--- config.mk ---
export PLATFORM = sky130hd
export DESIGN_NAME = eagle2x_kernel
export DESIGN_NICKNAME = d
export VERILOG_FILES = /design/src/design/eagle2x_pkg.sv /design/src/design/eagle2x_kernel.sv
export SDC_FILE = /design/constraint.sdc
export NUM_CORES = 1
export LEC_CHECK = 0
export BUFFER_PORTS_ARGS = -buffer_cell sky130_fd_sc_hd__buf_2
export CAP_MARGIN = 40
export CORE_AREA = 2 2 120 122
export DETAILED_ROUTE_END_ITERATION = 10
export DIE_AREA = 0 0 122 124
export GPL_TIMING_DRIVEN = 0
export PLACE_DENSITY = 0.61
export SETUP_SLACK_MARGIN = 0.4
export SLEW_MARGIN = 20
export SYNTH_ARGS = -nofsm -noshare
export SYNTH_HDL_FRONTEND = slang
export SYNTH_SLANG_ARGS = --single-unit
--- constraint.sdc ---
create_clock -name vclk -period 1.9
set_clock_uncertainty 0.05 [all_clocks]
set_input_delay 0.095 -clock vclk [all_inputs]
set_output_delay 0.095 -clock vclk [all_outputs]
set_load 0.01 [all_outputs]
--- src/design/eagle2x_pkg.sv ---
`default_nettype none

package eagle2x_pkg;

    // fixed field widths of the stream and configuration port
    localparam int COL_BITS        = 10;
    localparam int ROW_BITS        = 12;
    localparam int WIDTH_REG_BITS  = 11;
    localparam int HEIGHT_REG_BITS = 13;
    localparam int CFG_DATA_BITS   = 13;
    localparam int CFG_ADDR_BITS   = 1;

    localparam int HEIGHT_MAX   = 4096;
    localparam int WIDTH_RESET  = 1024;
    localparam int HEIGHT_RESET = 1024;

    // result queue between the block stage and the output port
    localparam int FIFO_DEPTH = 8;
    localparam int FIFO_CNT_BITS = $clog2(FIFO_DEPTH + 1);

    // corner order inside a 2x2 output block
    localparam int NUM_CORNERS = 4;
    localparam int CORNER_TL   = 0;
    localparam int CORNER_TR   = 1;
    localparam int CORNER_BL   = 2;
    localparam int CORNER_BR   = 3;

    typedef enum logic {
        OP_PIXEL = 1'b0,
        OP_FLUSH = 1'b1
    } t_opcode;

    typedef enum logic [CFG_ADDR_BITS-1:0] {
        REG_FRAME_WIDTH  = 1'b0,
        REG_FRAME_HEIGHT = 1'b1
    } t_reg_index;

    typedef struct packed {
        logic [1:0] push_count;
        logic       pop;
    } t_fifo_ctl;

endpackage

`default_nettype wire

--- src/design/eagle2x_kernel.sv ---
`default_nettype none

module eagle2x_kernel #(
    parameter int PIXEL_BITS = 24
) (
    // neighbourhood indexed [row][column], row 0 above, column 0 left
    input  wire logic [2:0][2:0][PIXEL_BITS-1:0]                   i_nb,
    output logic      [eagle2x_pkg::NUM_CORNERS-1:0][PIXEL_BITS-1:0] o_corner
);

    logic [PIXEL_BITS-1:0] a, b, c, d, e, f, g, h, i;

    assign a = i_nb[0][0];
    assign b = i_nb[0][1];
    assign c = i_nb[0][2];
    assign d = i_nb[1][0];
    assign e = i_nb[1][1];
    assign f = i_nb[1][2];
    assign g = i_nb[2][0];
    assign h = i_nb[2][1];
    assign i = i_nb[2][2];

    // a corner takes the diagonal pixel when it matches both edge neighbours on that side
    always_comb begin
        o_corner[eagle2x_pkg::CORNER_TL] = (d == a && a == b) ? a : e;
        o_corner[eagle2x_pkg::CORNER_TR] = (b == c && c == f) ? c : e;
        o_corner[eagle2x_pkg::CORNER_BL] = (d == g && g == h) ? g : e;
        o_corner[eagle2x_pkg::CORNER_BR] = (h == i && i == f) ? i : e;
    end

endmodule

`default_nettype wire

Yosys cells after proc, flatten, opt, wreduce, memory -nomap -nowiden
Cells that the tools add are included.
{ "totals": {"word_cells": 16, "ff_bits": 0, "out_inout_bits": 96, "inputBits": 216} }
{ "op_classes": {"eq_ne": 8, "muxes": 4, "reduce_logical": 4} }
{ "op_table": {"columns": ["cell", "n"], "rows": [
  ["$eq 24x24->1", 8],
  ["$mux 24", 4],
  ["$logic_and 1x1->1", 4]
]} }

Depth between registers and ports, before layout
{ "depth": {"depth_word": 3, "mapped_depth": 6, "depth_no_buf": 5} }

Worst setup path before layout
OpenSTA, ideal clock, no wires.
{ "synth_timing": {"path_kind": "input port to output port", "startpoint": "input port i_nb[128] in the netlist's numbering", "endpoint": "output port o_corner[27] in the netlist's numbering", "path_slack_ps": 170, "required_ps": 1755, "path_buffers": 1, "arrival_time_ps": 1585, "path_stages": 6, "cell_sequence": "xor2_1 a2111o_1 nor4_2 nand3_2 buf_6 mux2_4"} }
{ "synth_rtl": {"columns": ["item", "line_no", "source"], "rows": [
  ["start, declared", "eagle2x_kernel.sv:7", "input wire logic [2:0][2:0][PIXEL_BITS-1:0] i_nb,"],
  ["end, declared", "eagle2x_kernel.sv:8", "output logic [eagle2x_pkg::NUM_CORNERS-1:0][PIXEL_BITS-1:0] o_corner"]
]} }

==> impl_metrics.py <==
metrics = {
    "synthesis": {
        "seq_area_frac_synth_pct": 0,
        "yosysWarningCount": 0,
        "synthesis.area_per_instance_um2": 8.44,
        "syn_inst": 361,
        "synth.distinct_cells": 21,
        "synth_area_mm2": 0.00305,
        "syn-num-nets": 577,
    },
    "power_and_ir_drop": {
        "p_int_mw": 0.888,
        "finalPower_mw": 1.60,
        "p_clk_share_pct": 0,
        "pwr_density_cell_mw_per_mm2": 217,
        "p_leak_nw": 3.56,
        "switchingPower_mw": 0.714,
        "seqPwrFrac_pct": 0,
        "vdd_ir_drop_max_uv": 101,
        "combPwrFrac_pct": 100.0,
        "swShare_pct": 44.6,
    },
    "min_path": {
        "hold_depth": 3,
        "worstHoldEndpoint": "o_corner[95]",
        "min_from": "i_nb[215]",
        "hold_path_class": "input pin to output pin",
    },
    "route": {
        "drc_errors": 0,
        "drtIter0Drc": 204,
        "drt_wl_total_mm": 22.1,
        "drtPass1Iterations": 4,
        "vias": 4460,
        "wl_per_cell_um": 25.3,
        "detail-route-antenna-nets": 0,
        "viasPerCell": 5.11,
    },
    "sta": {
        "drv_slew": 0,
        "max_slew_margin_pct": 68.9,
        "period_minus_slack_ps": 2100,
        "fmax_mhz": 476,
        "rsz0062_at_grt": "yes",
        "hold_ws_ps": 468,
        "final.period_utilization_pct": 111,
        "setup_violations": 58,
        "finalHoldViolCount": 0,
        "worst-slew-pin-transition_ps": 463,
        "layout_setup_ws_ps": -202,
    },
    "global_route": {
        "busiest_layer": "met2",
        "grt_usage_pct": 26.7,
        "antenna_found_initial": 0,
        "gr-usage-met3_pct": 2.43,
        "grtUsageMet1_pct": 33.5,
        "grt_overflow": 0,
        "grtUsageMet2_pct": 49.8,
        "grt_pass1_vias": 4535,
        "grt_max_degree": 11,
        "grt_first_pass_wirelength_mm": 29.1,
    },
    "status": {
        "outcome": "finished with violations",
        "violations": "setup timing",
    },
    "run": {
        "max_cap_viol_count": 0,
    },
    "clock_tree": {
        "cts_hold_buf": 0,
    },
    "finish": {
        "n_clock_buffer": 0,
        "fin_nets": 910,
        "nFillCells": 1238,
        "drive_gt1_share_pct": 78.8,
        "design.seq.count": 0,
        "antenna_cells": 0,
        "area_growth_pct": 142,
        "ff_latch_area_um2": 0,
    },
    "setup_path": {
        "start_kind": "input pin",
        "critPathKind": "input pin to output pin",
        "crit_required_ps": 1750,
        "critPathMaxFanout": 10,
        "cp.arrival_ps": 1960,
        "worst_setup_path_end_kind": "output pin",
    },
    "place": {
        "io_buffers": 312,
        "gp_congestion": 0.891,
        "dp_hpwl_mm": 17.2,
    },
    "floorplanning": {
        "die-area_mm2": 0.0151,
        "fp.dieH_um": 124,
        "io_pins": 312,
        "rows": 43,
        "core-area_mm2": 0.0137,
        "start_util_pct": 22.2,
        "die_width_um": 122,
    },
}
[synth_stat cells, drive strengths merged]
master   count  area share (%)
nand4       26             5.3
nor3        40             6.6
xnor2      107              31
mux2        96              38
xor2         3            0.86
o22ai       19             3.9
nand3        3            0.66
clkbuf       4            0.49
nor2         3            0.37
buf          4             1.1
o2111ai      1            0.29
a2111o       1            0.37
nand2        1            0.12
and3        40             8.3
nor4        11             2.5
o211ai       2            0.49
[power by group through the flow]
stage | Clock [mW] | Combinational [mW] | Sequential (mW)
5_1_grt | 0 | 1.68 | 0
4_1_cts | 0 | 1.47 | 0
3_3_place_gp | 0 | 1.07 | 0
3_5_place_dp | 0 | 1.07 | 0
6_report | 0 | 1.60 | 0
2_1_floorplan | 0 | 0.455 | 0
[layout by cell type (no fill, tap or decap), types with 19 or more instances in the layout]
cell / netlist / routed
mux2_4: 20 / 59
nor3_1: 40 / 22
xnor2_4: 0 / 20
buf_2: 2 / 159
nand4_1: 26 / 26
xnor2_2: 0 / 45
mux2_2: 76 / 37
buf_4: 0 / 19
and3_1: 39 / 33
buf_6: 2 / 137
xnor2_1: 107 / 42
[kinds of logic after synthesis]
kind of cell	after synthesis	synth area share, %
AOI/OAI and AO/OA	23	5.05
xor gates and xnor gates	110	31.6
and+or+nand+nor	124	23.8
buffers and inverters	8	1.56
muxes	96	38.0
[worst max-delay path by stage]
stage | startpoint | to | depth (start not counted)
finish | i_nb[55] | o_corner[34] | 8
global route | i_nb[28] | o_corner[34] | 8
CTS | i_nb[128] | o_corner[40] | 8
detailed placement | i_nb[206] | o_corner[77] | 8
global placement | i_nb[206] | o_corner[77] | 8
floorplan | i_nb[128] | o_corner[27] | 6
[critical path: stages]
cell      delay (ps)
buf_2            130
xor2_1           150
a2111o_1         400
nor4_4           350
nand3_4          160
buf_8            210
mux2_4           310
buf_2            140
[layout make-up]
class / instances / area, µm² / area share (%)
multi-input cells: 353 / 4220 / 57.2
repair buffers: 331 / 2760 / 37.4
well taps: 180 / 225 / 3.05
plain buffers: 8 / 175 / 2.38
[layer usage]
layer	wire length (µm)	vias up
li1	-	2067
met1	8770	2144
met2	11500	226
met3	1540	23
met4	333	0
met5	0	-
[stage by stage]
step                      setup WS (ps)  util, %  instances  setup TNS, ps  area (µm²)
after global placement             -790     35.7        853         -55340        4900
after CTS                          -221     49.5        864          -5830        6790
after detailed placement           -735     35.7        853         -54410        4900
final                              -202     53.7        872          -7100        7370
after global routing               -270     53.7        872         -11180        7370
after floorplan                     170        -        361              0        3110
[timing repair]
item / in CTS / in global routing
endpoints found under the hold margin: 0 / 0
cloned: 3 / 3
setup buffers: 8 / 5
gates resized for setup: 332 / 112
pin swaps: 44 / 35
setup endpoints to repair: 96 / 96
No activity file was read; power rests on OpenSTA's default activity.
