`src/design/eagle2x_pkg.sv`:
```
`default_nettype none

package eagle2x_pkg;

    // fixed field widths of the stream and configuration port
    localparam int COL_BITS        = 10;
    localparam int ROW_BITS        = 12;
    localparam int WIDTH_REG_BITS  = 11;
    localparam int HEIGHT_REG_BITS = 13;
    localparam int CFG_DATA_BITS   = 13;
    localparam int CFG_ADDR_BITS   = 1;

    localparam int HEIGHT_MAX   = 4096;
    localparam int WIDTH_RESET  = 1024;
    localparam int HEIGHT_RESET = 1024;

    // result queue between the block stage and the output port
    localparam int FIFO_DEPTH = 8;
    localparam int FIFO_CNT_BITS = $clog2(FIFO_DEPTH + 1);

    // corner order inside a 2x2 output block
    localparam int NUM_CORNERS = 4;
    localparam int CORNER_TL   = 0;
    localparam int CORNER_TR   = 1;
    localparam int CORNER_BL   = 2;
    localparam int CORNER_BR   = 3;

    typedef enum logic {
        OP_PIXEL = 1'b0,
        OP_FLUSH = 1'b1
    } t_opcode;

    typedef enum logic [CFG_ADDR_BITS-1:0] {
        REG_FRAME_WIDTH  = 1'b0,
        REG_FRAME_HEIGHT = 1'b1
    } t_reg_index;

    typedef struct packed {
        logic [1:0] push_count;
        logic       pop;
    } t_fifo_ctl;

endpackage

`default_nettype wire

```
`src/design/eagle2x_block_fifo.sv`:
```
`default_nettype none

module eagle2x_block_fifo #(
    parameter int DATA_BITS = 119
) (
    input  wire logic                                  i_clk,
    input  wire logic                                  i_rst_n,
    input  wire eagle2x_pkg::t_fifo_ctl                i_ctl,
    input  wire logic [DATA_BITS-1:0]                  i_data0,
    input  wire logic [DATA_BITS-1:0]                  i_data1,
    output logic      [DATA_BITS-1:0]                  o_data,
    output logic                                       o_valid,
    output logic      [eagle2x_pkg::FIFO_CNT_BITS-1:0] o_count
);

    localparam int AW = $clog2(eagle2x_pkg::FIFO_DEPTH);
    localparam int CW = eagle2x_pkg::FIFO_CNT_BITS;

    logic [DATA_BITS-1:0] r_mem [eagle2x_pkg::FIFO_DEPTH];
    logic [AW-1:0]        r_wp;
    logic [AW-1:0]        r_rp;
    logic [CW-1:0]        r_count;
    logic [AW-1:0]        n_wp;
    logic [AW-1:0]        n_rp;
    logic [CW-1:0]        n_count;

    always_comb begin
        n_wp    = AW'(r_wp + AW'(i_ctl.push_count));
        n_rp    = AW'(r_rp + AW'(i_ctl.pop));
        n_count = CW'(r_count + CW'(i_ctl.push_count) - CW'(i_ctl.pop));
    end

    // up to two entries go in per cycle, the second behind the first
    always_ff @(posedge i_clk) begin
        if (i_ctl.push_count != 2'd0) begin
            r_mem[r_wp] <= i_data0;
        end
        if (i_ctl.push_count == 2'd2) begin
            r_mem[AW'(r_wp + 1'b1)] <= i_data1;
        end
    end

    always_ff @(posedge i_clk) begin
        if (!i_rst_n) begin
            r_wp    <= '0;
            r_rp    <= '0;
            r_count <= '0;
        end else begin
            r_wp    <= n_wp;
            r_rp    <= n_rp;
            r_count <= n_count;
        end
    end

    assign o_data  = r_mem[r_rp];
    assign o_valid = (r_count != '0);
    assign o_count = r_count;

endmodule

`default_nettype wire

```
`config.mk`:
```
export PLATFORM = sky130hd
export DESIGN_NAME = eagle2x_block_fifo
export DESIGN_NICKNAME = d
export VERILOG_FILES = /design/src/design/eagle2x_pkg.sv /design/src/design/eagle2x_block_fifo.sv
export SDC_FILE = /design/constraint.sdc
export NUM_CORES = 1
export LEC_CHECK = 0
export BUFFER_PORTS_ARGS = -buffer_cell sky130_fd_sc_hd__buf_4
export CAP_MARGIN = 20
export CORE_MARGIN = 2
export CORE_UTILIZATION = 30
export CTS_CLUSTER_SIZE = 12
export DETAILED_ROUTE_END_ITERATION = 6
export GPL_TIMING_DRIVEN = 0
export MAX_ROUTING_LAYER = met4
export PLACE_DENSITY = 0.48
export SLEW_MARGIN = 40
export SYNTH_ARGS = -nofsm -noshare
export SYNTH_HDL_FRONTEND = slang
export SYNTH_SLANG_ARGS = --single-unit
```
`constraint.sdc`:
```
create_clock -name i_clk -period 19.6 [get_ports i_clk]
set_input_delay 1.96 -clock i_clk [delete_from_list [all_inputs] [get_ports i_clk]]
set_output_delay 1.96 -clock i_clk [all_outputs]
set_load 0.02 [all_outputs]
```
### Word level (Yosys, flattened, before mapping)

Memories as Yosys holds them, arrays and structs flattened. A register that Yosys moved wholly into a read port is not among the register bits.
Index checks and enable logic that the tools add are counted.

| storage, ports and cells | value |
|---|---|
| register bits | 10 |
| memory bits (writable) | 952 |
| input port bits | 243 |
| memories | 1 |

| cells by class | value |
|---|---|
| add/sub/neg operators | 5 |
| equal/unequal tests | 1 |
| mux-type cells | 5 |
| reduce and logical (&&, ||, !) cells | 2 |

Memories:

| memory | depth | width | read ports | clocked after Yosys merged registers in | wr ports | line | RTL |
|---|---|---|---|---|---|---|---|
| r_mem | 8 | 119 | 1 | 1 | 2 | eagle2x_block_fifo.sv:19 | `logic [DATA_BITS-1:0] r_mem [eagle2x_pkg::FIFO_DEPTH];` |

Operator list:

| cell | count |
|---|---|
| 4-bit by 2-bit adder with 4-bit output | 1 |
| 1-bit two-way mux | 4 |
| 4-bit nonzero test | 1 |
| 4-bit by 1-bit subtractor with 4-bit output | 1 |
| 3-bit by 1-bit adder with 3-bit output | 1 |
| 3-bit by 1-bit adder with 3-bit output (second input constant) | 1 |
| 3-bit by 2-bit adder with 3-bit output | 1 |
| 3-bit two-way mux | 1 |
| 2-bit == test (second input constant) | 1 |
| 2-bit nonzero test | 1 |

### Depth between registers and ports, before layout

| depth | value |
|---|---|
| depth after elaboration | 3 |
| mapped depth | 8 |
| mapped depth without buffers | 8 |

### Worst setup path after synthesis

OpenSTA, ideal clock, no wires.

| timing path | value |
|---|---|
| kind | input to register |
| start | input i_ctl[2] in the netlist's numbering |
| end | memory r_mem[1][0], enable pin |
| library setup time | 0.773 ns |
| arrival | 10.824 ns |
| path slack | 8.003 ns |
| cell stages on the path | 2 |
| path through | o21ai_0 o31ai_1 |

RTL lines:

| what | line | RTL |
|---|---|---|
| start: declaration | eagle2x_block_fifo.sv:8 | `input wire eagle2x_pkg::t_fifo_ctl i_ctl,` |
| end: declaration | eagle2x_block_fifo.sv:19 |  |

==> results by group <==
Critical path
  • Reg2reg path depth: 10
  • Critical path launch point: r_rp[1]
  • End of the worst register-to-register path: r_mem[0][39]
  • Slowest stage cell on the critical path: sky130_fd_sc_hd__buf_1
  • Path type of the worst setup path: flop to output port
  • Worst setup path end: o_data[21]
  • Critical Path Source Type: flop
  • Data required time at the worst endpoint: 17,640 ps
  • Worst setup EP type: output port
  • Data arrival time of the critical path: 3290 ps
  • Peak fanout along the critical path: 10
  • Delay of the slowest cell on the worst path: 690 ps
  • Crit-path cells: buf_2, buf_1, mux4_2, mux2_2, buf_4
  • Worst reg2reg path startpoint: r_wp[1]
  • FF-to-FF setup slack: 16,100 ps

STA
  • Peak Freq: 191 MHz
  • RSZ-0062 raised after global routing: false
  • Final hold violation count: 0
  • Fin. max-slew vios: 0
  • Final setup slack of the worst path: 14,350 ps
  • Slew at the pin with the worst max-slew slack: 849 ps
  • Crit share post-route: 26.8%
  • Period minus WS final: 5250 ps
  • Setup TNS after final layout: 0 ps
  • Worst slew margin relative to its limit: 43.4%
  • Worst setup skew after layout: 38.4 ps
  • Worst hold margin: 631 ps
  • Final setup violation count: 0

Pwr
  • Largest voltage drop on the vdd net: 70.4 uV
  • Pwr Density: 96.2 mW/mm^2
  • Internal cell power: 4.20 mW
  • Combinational power share: 19.5%
  • Static leakage power: 20.4 nW
  • NetSw: 1.50 mW
  • Final Power: 5.70 mW
  • Switching power as a share of total power: 26.3%
  • Sequential power share: 44.1%
  • Clock share of power: 36.4%

Global route
  • Pin count of the biggest net entering global routing: 16
  • Antenna violations before repair: 35
  • Number of global-route vias before repair: 29,000
  • Grt total ovfl: 0
  • All-layer global routing usage: 19.4%
  • Global-route wire length before repair: 219,000 um

Synthesis
  • Nets in the synthesized netlist: 2,767
  • Synth Instances: 2,512
  • Seq/Total Area, Yosys: 59.8%
  • Number of distinct library cells after synthesis: 35
  • Number of register bits inferred by synthesis: 962
  • Count of warnings emitted by yosys: 0
  • Netlist area before placement: 0.0481 sq mm
  • Post-Syn Area per Cell: 19.2 sq um
  • Count of flip-flops with a built-in enable after synthesis: 952
  • Most used flip-flop cell after synthesis: sky130_fd_sc_hd__edfxtp_1
  • Fraction of synthesis flops using an asynchronous set or reset pin: 0%

Drt
  • Per-cell via count in the routed design: 5.07
  • Routed length per placed instance: 29.3 um
  • Total iterations of the first detailed-routing run: 5
  • Remaining routing DRC violations: 0
  • Routed vias: 27,000
  • Starting DRC count in detailed routing: 2,081
  • Total routed wirelength: 156,000 um
  • Number of nets with antenna violations after detailed routing: 0

Clock tree
  • CTS clk-pin slew, worst paths: 60 ps
  • TritonCTS sink count: 962
  • Clock latency on the worst-skew pair: 740 ps
  • Total number of H-tree levels: 3
  • Post-CTS resize count: 0
  • Post-CTS repair timing setup buffer count: 0
  • Clock tree from TritonCTS: built
  • CTS Root Cell: sky130_fd_sc_hd__clkbuf_16
  • Hold buffer count at cts: 0
  • Clk buf depth: 3
  • Clock buffer count from CTS: 114

Floorplan
  • Area of the core: 0.160 sq mm
  • Starting Density: 30.1%
  • Area enclosed by the die boundary: 0.164 sq mm
  • Site Rows: 147
  • Top-Level Pins: 367
  • Width of the die: 405 um
  • Die outline height: 405 um

Cells and area
  • Final layout net count: 3,372
  • Utilization after layout: 37.0%
  • Final design area excluding fillers: 0.0592 sq mm
  • Share of post-route cells with drive strength above 1: 65.0%
  • Relative area change from synthesis to final layout: 23.0%
  • Fillcell total: 14,800
  • Final instance count without filler cells: 5,331

Placed design
  • Placed wire-length estimate after detailed placement: 108,000 um
  • Pre-CTS setup slack: 14,770 ps
  • Final RePlAce weighted congestion: 0.776
  • Number of port buffers: 366
  • Placed Instance Area: 0.0555 sq mm
  • Placed cell count: 5,086

Hold path
  • Type of the tightest min-delay check: flop to flop

Outcome
  • Status: completed

Run
  • Max-cap viol count: 0
registers in the layout (all words and copies together) (netlist names):
signal   cells
r_mem      952
o_count      4
r_rp         3
r_wp         3
cells in the mapped netlist, drive strengths merged (3+ instances only):
library cell | number | area (sq um)
dfxtp | 10 | 200
inv | 12 | 45.0
mux2 | 1071 | 12400
mux4 | 238 | 5360
nand3 | 3 | 15.0
clkbuf | 21 | 78.8
edfxtp | 952 | 28600
buf | 151 | 977
nand2 | 7 | 26.3
xnor2 | 3 | 33.8
and2 | 7 | 43.8
ha | 10 | 125
o21ai | 5 | 25.0
kinds of logic (layout without fill, tap and decap cells):
logic type      after synthesis  count (layout)  share of synthesized area, %
compound gates               12              12                         0.151
xor+xnor                      5               5                         0.122
fa+ha+maj                    12              12                         0.343
buf+inv                     184             884                          2.29
flops                       962             962                          59.8
mux                        1310            1310                          37.0
other cells                   0              33                             0
simple gates                 27              27                         0.335
layer usage:
| layer | global-route usage (%) | vias up | share of wire, % |
|---|---|---|---|
| met5 | - | - | 0 |
| met4 | 5.67 | 0 | 2.4 |
| met3 | 3.88 | 209 | 5.8 |
| met2 | 32.3 | 731 | 50 |
| met1 | 23.9 | 14400 | 41 |
| li1 | - | 11700 | - |
placed cells by master (no fill, tap or decap), drive strengths merged:
master    count
mux2       1071
edfxtp      952
buf         639
mux4        238
clkbuf      169
clkinv       49
diode        33
inv          16
ha           10
dfxtp        10
bufinv        9
nand2         7
and2          7
o21ai         5
nand3         3
xnor2         3
nor2          2
o31ai         2
nand2b        2
o22ai         2
nor2b         2
fa            2
clkinvlp      2
xor2          2
nor3b         1
nand4b        1
nor4b         1
and4bb        1
o21bai        1
a21o          1
a21oi         1
mux2i         1
power by group through the flow:
| stage | Combinational, mW | Sequential [mW] | Clock [mW] |
|---|---|---|---|
| after detailed placement | 1.13 | 2.56 | 0 |
| after CTS | 1.13 | 2.51 | 2.13 |
| after global placement | 1.01 | 2.71 | 0 |
| after floorplan | 0.596 | 2.61 | 0 |
| after global routing | 1.18 | 2.53 | 2.20 |
| final | 1.11 | 2.51 | 2.07 |
cell type report:
class | instances | area, sq um | area share (%)
diodes | 33 | 82.6 | 0.139
plain buffers | 172 | 1090 | 1.85
clock buffers | 147 | 3040 | 5.13
clock inverters | 64 | 549 | 0.928
inverters | 12 | 45.0 | 0.0761
multi-input cells | 1366 | 18400 | 31.0
flip-flops and latches | 962 | 28800 | 48.6
well taps | 2086 | 2610 | 4.41
repair buffers | 489 | 4630 | 7.83
critical path, delay by kind of cell (launching register included):
family	cells	cell delay [ps]
buffers and inverters	3	1400
flip-flops	1	400
multiplexers	2	750
how the worst min path moves through the flow:
| stage | from | depth (start not counted) | to |
|---|---|---|---|
| 2_1_floorplan | r_rp[0] | 2 | r_rp[0] |
| 3_3_place_gp | r_rp[0] | 2 | r_rp[0] |
| 3_5_place_dp | r_rp[0] | 2 | r_rp[0] |
| 4_1_cts | r_rp[0] | 2 | r_rp[0] |
| 5_1_grt | r_rp[0] | 2 | r_rp[0] |
| 6_report | r_rp[0] | 2 | r_rp[0] |
Note: power is estimated with default switching activity, not from simulation.
